**src/rtl/qrs_pkg.sv**
```systemverilog
// ----------------------------------------------------------------------------
// Quadratic root solver package
// Widths, result kind codes and the side-band records that travel with each
// word through the square root and divider pipelines.
// ----------------------------------------------------------------------------
`default_nettype none

package qrs_pkg;

  // Coefficient and result formats.
  localparam int CoefWidth     = 16;
  localparam int CoefFracBits  = 8;
  localparam int ResultWidth   = 32;
  localparam int ResultFrac    = ResultWidth / 2;
  localparam int ScaleUp       = ResultFrac - CoefFracBits;

  // Discriminant and its magnitude.
  localparam int DiscWidth     = 2 * CoefWidth + 2;
  localparam int MagWidth      = DiscWidth - 1;

  // Square root: radicand padded to an even width, one root bit per stage.
  localparam int RadRaw        = MagWidth + 2 * ScaleUp;
  localparam int RadWidth      = RadRaw + (RadRaw % 2);
  localparam int SqrtWidth     = RadWidth / 2;
  localparam int SqrtRemWidth  = SqrtWidth + 2;

  // Numerators of the divisions, signed and as magnitude.
  localparam int NumWidth      = SqrtWidth + 1;
  localparam int NumSWidth     = NumWidth + 1;
  localparam int DividendWidth = NumWidth + CoefFracBits;
  localparam int DivisorWidth  = CoefWidth + 1;
  localparam int QuotWidth     = DividendWidth;

  // End to end latency in clock cycles.
  localparam int Latency       = 3 + SqrtWidth + 1 + QuotWidth + 1;

  // Result kinds.
  localparam logic [1:0] KindReal  = 2'd0;
  localparam logic [1:0] KindCplx  = 2'd1;
  localparam logic [1:0] KindZero  = 2'd2;

  // Side band carried alongside the square root.
  typedef struct packed {
    logic                        valid;
    logic [1:0]                  kind;
    logic signed [CoefWidth-1:0] quad;
    logic signed [NumSWidth-1:0] neg_lin;
  } sqrt_side_t;

  // Side band carried alongside the divider.
  typedef struct packed {
    logic       valid;
    logic [1:0] kind;
    logic       neg0;
    logic       neg1;
  } div_side_t;

endpackage

`default_nettype wire

```
**src/rtl/qrs_sqrt.sv**
```systemverilog
// ----------------------------------------------------------------------------
// Pipelined integer square root
// Restoring digit recurrence, one root bit per register stage.
// ----------------------------------------------------------------------------
`default_nettype none

module qrs_sqrt (
  input  wire logic                              clk_i,
  input  wire logic                              rst_ni,
  input  wire logic [qrs_pkg::RadWidth-1:0]      rad_i,
  input  wire qrs_pkg::sqrt_side_t               side_i,
  output logic      [qrs_pkg::SqrtWidth-1:0]     root_o,
  output qrs_pkg::sqrt_side_t                    side_o
);

  localparam int N  = qrs_pkg::SqrtWidth;
  localparam int RW = qrs_pkg::SqrtRemWidth;
  localparam int DW = qrs_pkg::RadWidth;

  logic [RW-1:0]       rem_q  [N+1];
  logic [N-1:0]        root_q [N+1];
  logic [DW-1:0]       rad_q  [N+1];
  qrs_pkg::sqrt_side_t side_q [N+1];

  // Stage zero is the input word itself.
  assign rem_q[0]  = '0;
  assign root_q[0] = '0;
  assign rad_q[0]  = rad_i;
  assign side_q[0] = side_i;

  for (genvar i = 0; i < N; i++) begin : g_stage
    logic [RW-1:0] part;
    logic [RW-1:0] trial;
    logic          fits;

    // Bring down the next two radicand bits and try a one in the root.
    always_comb begin
      part  = {rem_q[i][RW-3:0], rad_q[i][DW-1 -: 2]};
      trial = {root_q[i], 2'b01};
      fits  = (part >= trial);
    end

    // The side band moves as one record; reset clears it, valid bit included.
    always_ff @(posedge clk_i or negedge rst_ni) begin
      if (!rst_ni) begin
        side_q[i+1] <= '0;
      end else begin
        side_q[i+1] <= side_q[i];
      end
    end

    always_ff @(posedge clk_i) begin
      rem_q[i+1]          <= fits ? (part - trial) : part;
      root_q[i+1]         <= {root_q[i][N-2:0], fits};
      rad_q[i+1]          <= {rad_q[i][DW-3:0], 2'b00};
    end
  end

  assign root_o = root_q[N];
  assign side_o = side_q[N];

endmodule

`default_nettype wire

```
**config.mk**
```make
export PLATFORM = sky130hd
export DESIGN_NAME = qrs_sqrt
export DESIGN_NICKNAME = d
export VERILOG_FILES = /design/src/rtl/qrs_pkg.sv /design/src/rtl/qrs_sqrt.sv
export SDC_FILE = /design/constraint.sdc
export NUM_CORES = 2
export LEC_CHECK = 0
export BUFFER_PORTS_ARGS = -buffer_cell sky130_fd_sc_hd__buf_2
export CAP_MARGIN = 20
export CORE_MARGIN = 5
export CORE_UTILIZATION = 45
export DETAILED_ROUTE_END_ITERATION = 8
export PLACE_DENSITY = 0.65
export SYNTH_ARGS = -nofsm -noshare
export SYNTH_HDL_FRONTEND = slang
export SYNTH_SLANG_ARGS = --single-unit
```
**constraint.sdc**
```tcl
create_clock -name clk_i -period 5.45 [get_ports clk_i]
set_input_delay 0.545 -clock clk_i [delete_from_list [all_inputs] [get_ports clk_i]]
set_output_delay 0.545 -clock clk_i [all_outputs]
set_load 0.02 [all_outputs]
```
==> out/results.ini <==
[synthesis]
synth_top_area_frac = 0.3607
ys_seq_area_frac = 0.7079
synth.most_common_cell = dfxtp_1
syn_area_per_cell_um2 = 12.89
synth_area_leaders = dfxtp_1 36%, dfrtp_1 35%, ha_1 5.3%
synth.distinct_cells = 85
synth_edf_count = 0
synth_nets = 6876
async_flop_share = 0.4351
ys_ff_latch = 2643
yosys_most_used_dff = dfxtp_1
ys_warn_count = 0
synthTopCellsByCount = 1493 x dfxtp_1, 1150 x dfrtp_1, 443 x inv_1
syn_area_um2 = 82870
yosysTopAreaCell = dfxtp_1
synthCells = 6427

[pwr]
ir_worst_vdd_uv = 325.1
pwr_density_cell_nw_per_um2 = 488.0
total_power_w = 0.04720
p_leak_nw = 45.04

[die]
initial_core_util = 0.4527
num_rows = 157
ioPinCount = 169
core-area_um2 = 183100
dieArea_um2 = 192800
die_x_um = 439.1
die_h_um = 439.1

[routing]
first_pass_iters = 6
avgViaCountPerCell = 4.785
ant_nets = 0
wirelength_um = 142600
drcViolationCount = 0
detail_route.wl_per_cell_um = 14.93
via_count = 45710
first_iter_violations = 2529

[placement]
io_buffers = 168
dp_cells = 8964
dpl.hpwl_um = 95560
globalplace.congestion = 0.8745
place_ws_ns = 1.647

[sta]
finalSetupViolCount = 0
tightest_slew_ns = 1.037
period_share = 0.7059
clock.fmax_mhz = 259.9
tns_ns = 0
slew_headroom = 0.3090
min_period_ns = 3.847
fin_ws_ns = 1.603
drv_slew = 0
clock_skew_ns = 0.04404
whs_ns = 0.2632
rsz0062_at_grt = false
timing.final.hold_violations = 0

[setup_path]
critPathMaxFanout = 18
endpoint_kind = flip-flop
cp.required_ns = 6.19
ff2ff_setup_slack_ns = 1.60
critical_path_arrival_ns = 4.59
critPathLaunchType = flip-flop
worstSetupPathType = flip-flop to flip-flop

[clocking]
post_cts_buffers = 0
postCtsHoldBufs = 98
cts_resized = 0
clkTransAtPathRegs_ns = 0.06
htreeDepth = 5
cts_sinks = 2643
cts_made_buffers = 283
clk_latency_ns = 0.89
clockBufferDepth = 4
cts_tree = built
cts_root_buf = clkbuf_16

[global_route]
grt_remaining_overflow = 0
track_usage = 0.1504
grt_pass1_wl_um = 237800
grt_max_degree = 171
antenna_found_initial = 1
grt_pass1_vias = 47030

[cells_and_area]
area_growth_pct = 16.70
drive_gt1_frac = 0.1024
n_fill_cell = 15400
final-instance-count-excl-fill = 9552
layout.nets = 7333
seq_area_um2 = 58670
multi_input_area_um2 = 21920

[run_status]
status = finished clean

[worst_hold_path]
worstHoldPathType = primary input to async pin

[job]
drv_cap = 0

## report_power, final
part           total (W)  internal (W)  switching [W]  leakage, nW
Sequential        0.0231        0.0217        0.00138         25.9
Combinational    0.00535       0.00242        0.00293         14.6
Clock             0.0187        0.0115        0.00724         4.56
Total             0.0472        0.0356         0.0115         45.0
## logic make-up (layout without fill, tap and decap cells)
logic type | after synthesis | in the layout | synth area share
other cells | 1 | 2 | 0.00004525
fa+ha+maj | 351 | 351 | 0.05299
simple gates | 1336 | 1336 | 0.07893
xor+xnor | 450 | 450 | 0.04756
compound gates | 1012 | 1012 | 0.07596
mux | 64 | 64 | 0.008515
buf+inv | 570 | 1230 | 0.02810
flops | 2643 | 2643 | 0.7079
## per-layer routing
layer,up-vias,global-route usage,wire [um]
met4,0,0.06635,5950
met5,-,0,0
met2,948,0.2591,70340
met3,396,0.02819,6228
met1,21950,0.1846,60050
li1,22420,-,-
## path summary, 6_finish.rpt
check / start / end / depth (start not counted)
worst max-delay path: g_stage[20].trial[2]$_DFF_P_ / g_stage[21].part[6]$_DFF_P_ / 11
worst min-delay path: rst_ni / side_q[998]$_DFF_PN0_ / 2
worst max register to register: g_stage[20].trial[2]$_DFF_P_ / g_stage[21].part[6]$_DFF_P_ / 11
worst min register to register: rad_q[1069]$_DFF_P_ / rad_q[1021]$_DFF_P_ / 0
max in group asynchronous: rst_ni / side_q[1016]$_DFF_PN0_ / 4
min in group clk_i: rad_i[0] / rad_q[1202]$_DFF_P_ / 2
## flip-flops by register name (all words and copies together), names as in the netlist
name / cells
root_o: 25
side_q: 1104
side_o: 46
rad_q: 552
g_stage.part: 616
g_stage.trial: 300
## layout make-up
type / instances / area share
inverter: 443 / 0.01719
sequential: 2643 / 0.6066
timing repair buffer: 299 / 0.02191
clock buffer: 391 / 0.08397
tap: 2464 / 0.03188
antenna: 1 / 0.00002587
multi-input combinational: 3214 / 0.2266
clock inverter: 97 / 0.01184
## worst max-delay path, stage by stage, from the launching register on
cell and delay (ns):
dfxtp_1 0.32, inv_1 0.05, ha_1 0.34, o21ai_0 0.15
a211oi_1 0.63, a21oi_1 0.20, a21oi_1 0.35, a311o_1 0.31
a21oi_1 0.11, nand3b_1 0.59, buf_4 0.32, mux2_2 0.35
## through the flow
stage | instance area [um^2] | utilization
6_report | 96720 | 0.5283
4_1_cts | 96710 | 0.5282
2_1_floorplan | 82870 | -
3_5_place_dp | 86460 | 0.4723
5_1_grt | 96720 | 0.5283
3_3_place_gp | 86460 | 0.4723
## cell usage in the layout (no fill, tap or decap), types with 236 or more instances in the layout
master     instances
a21oi_1          298
clkbuf_16        294
dfrtp_1         1150
dfxtp_1         1493
ha_1             351
inv_1            443
nand2_1          373
nor2_1           308
o21ai_0          278
xnor2_1          236
No activity file was read; power rests on OpenSTA's default activity.
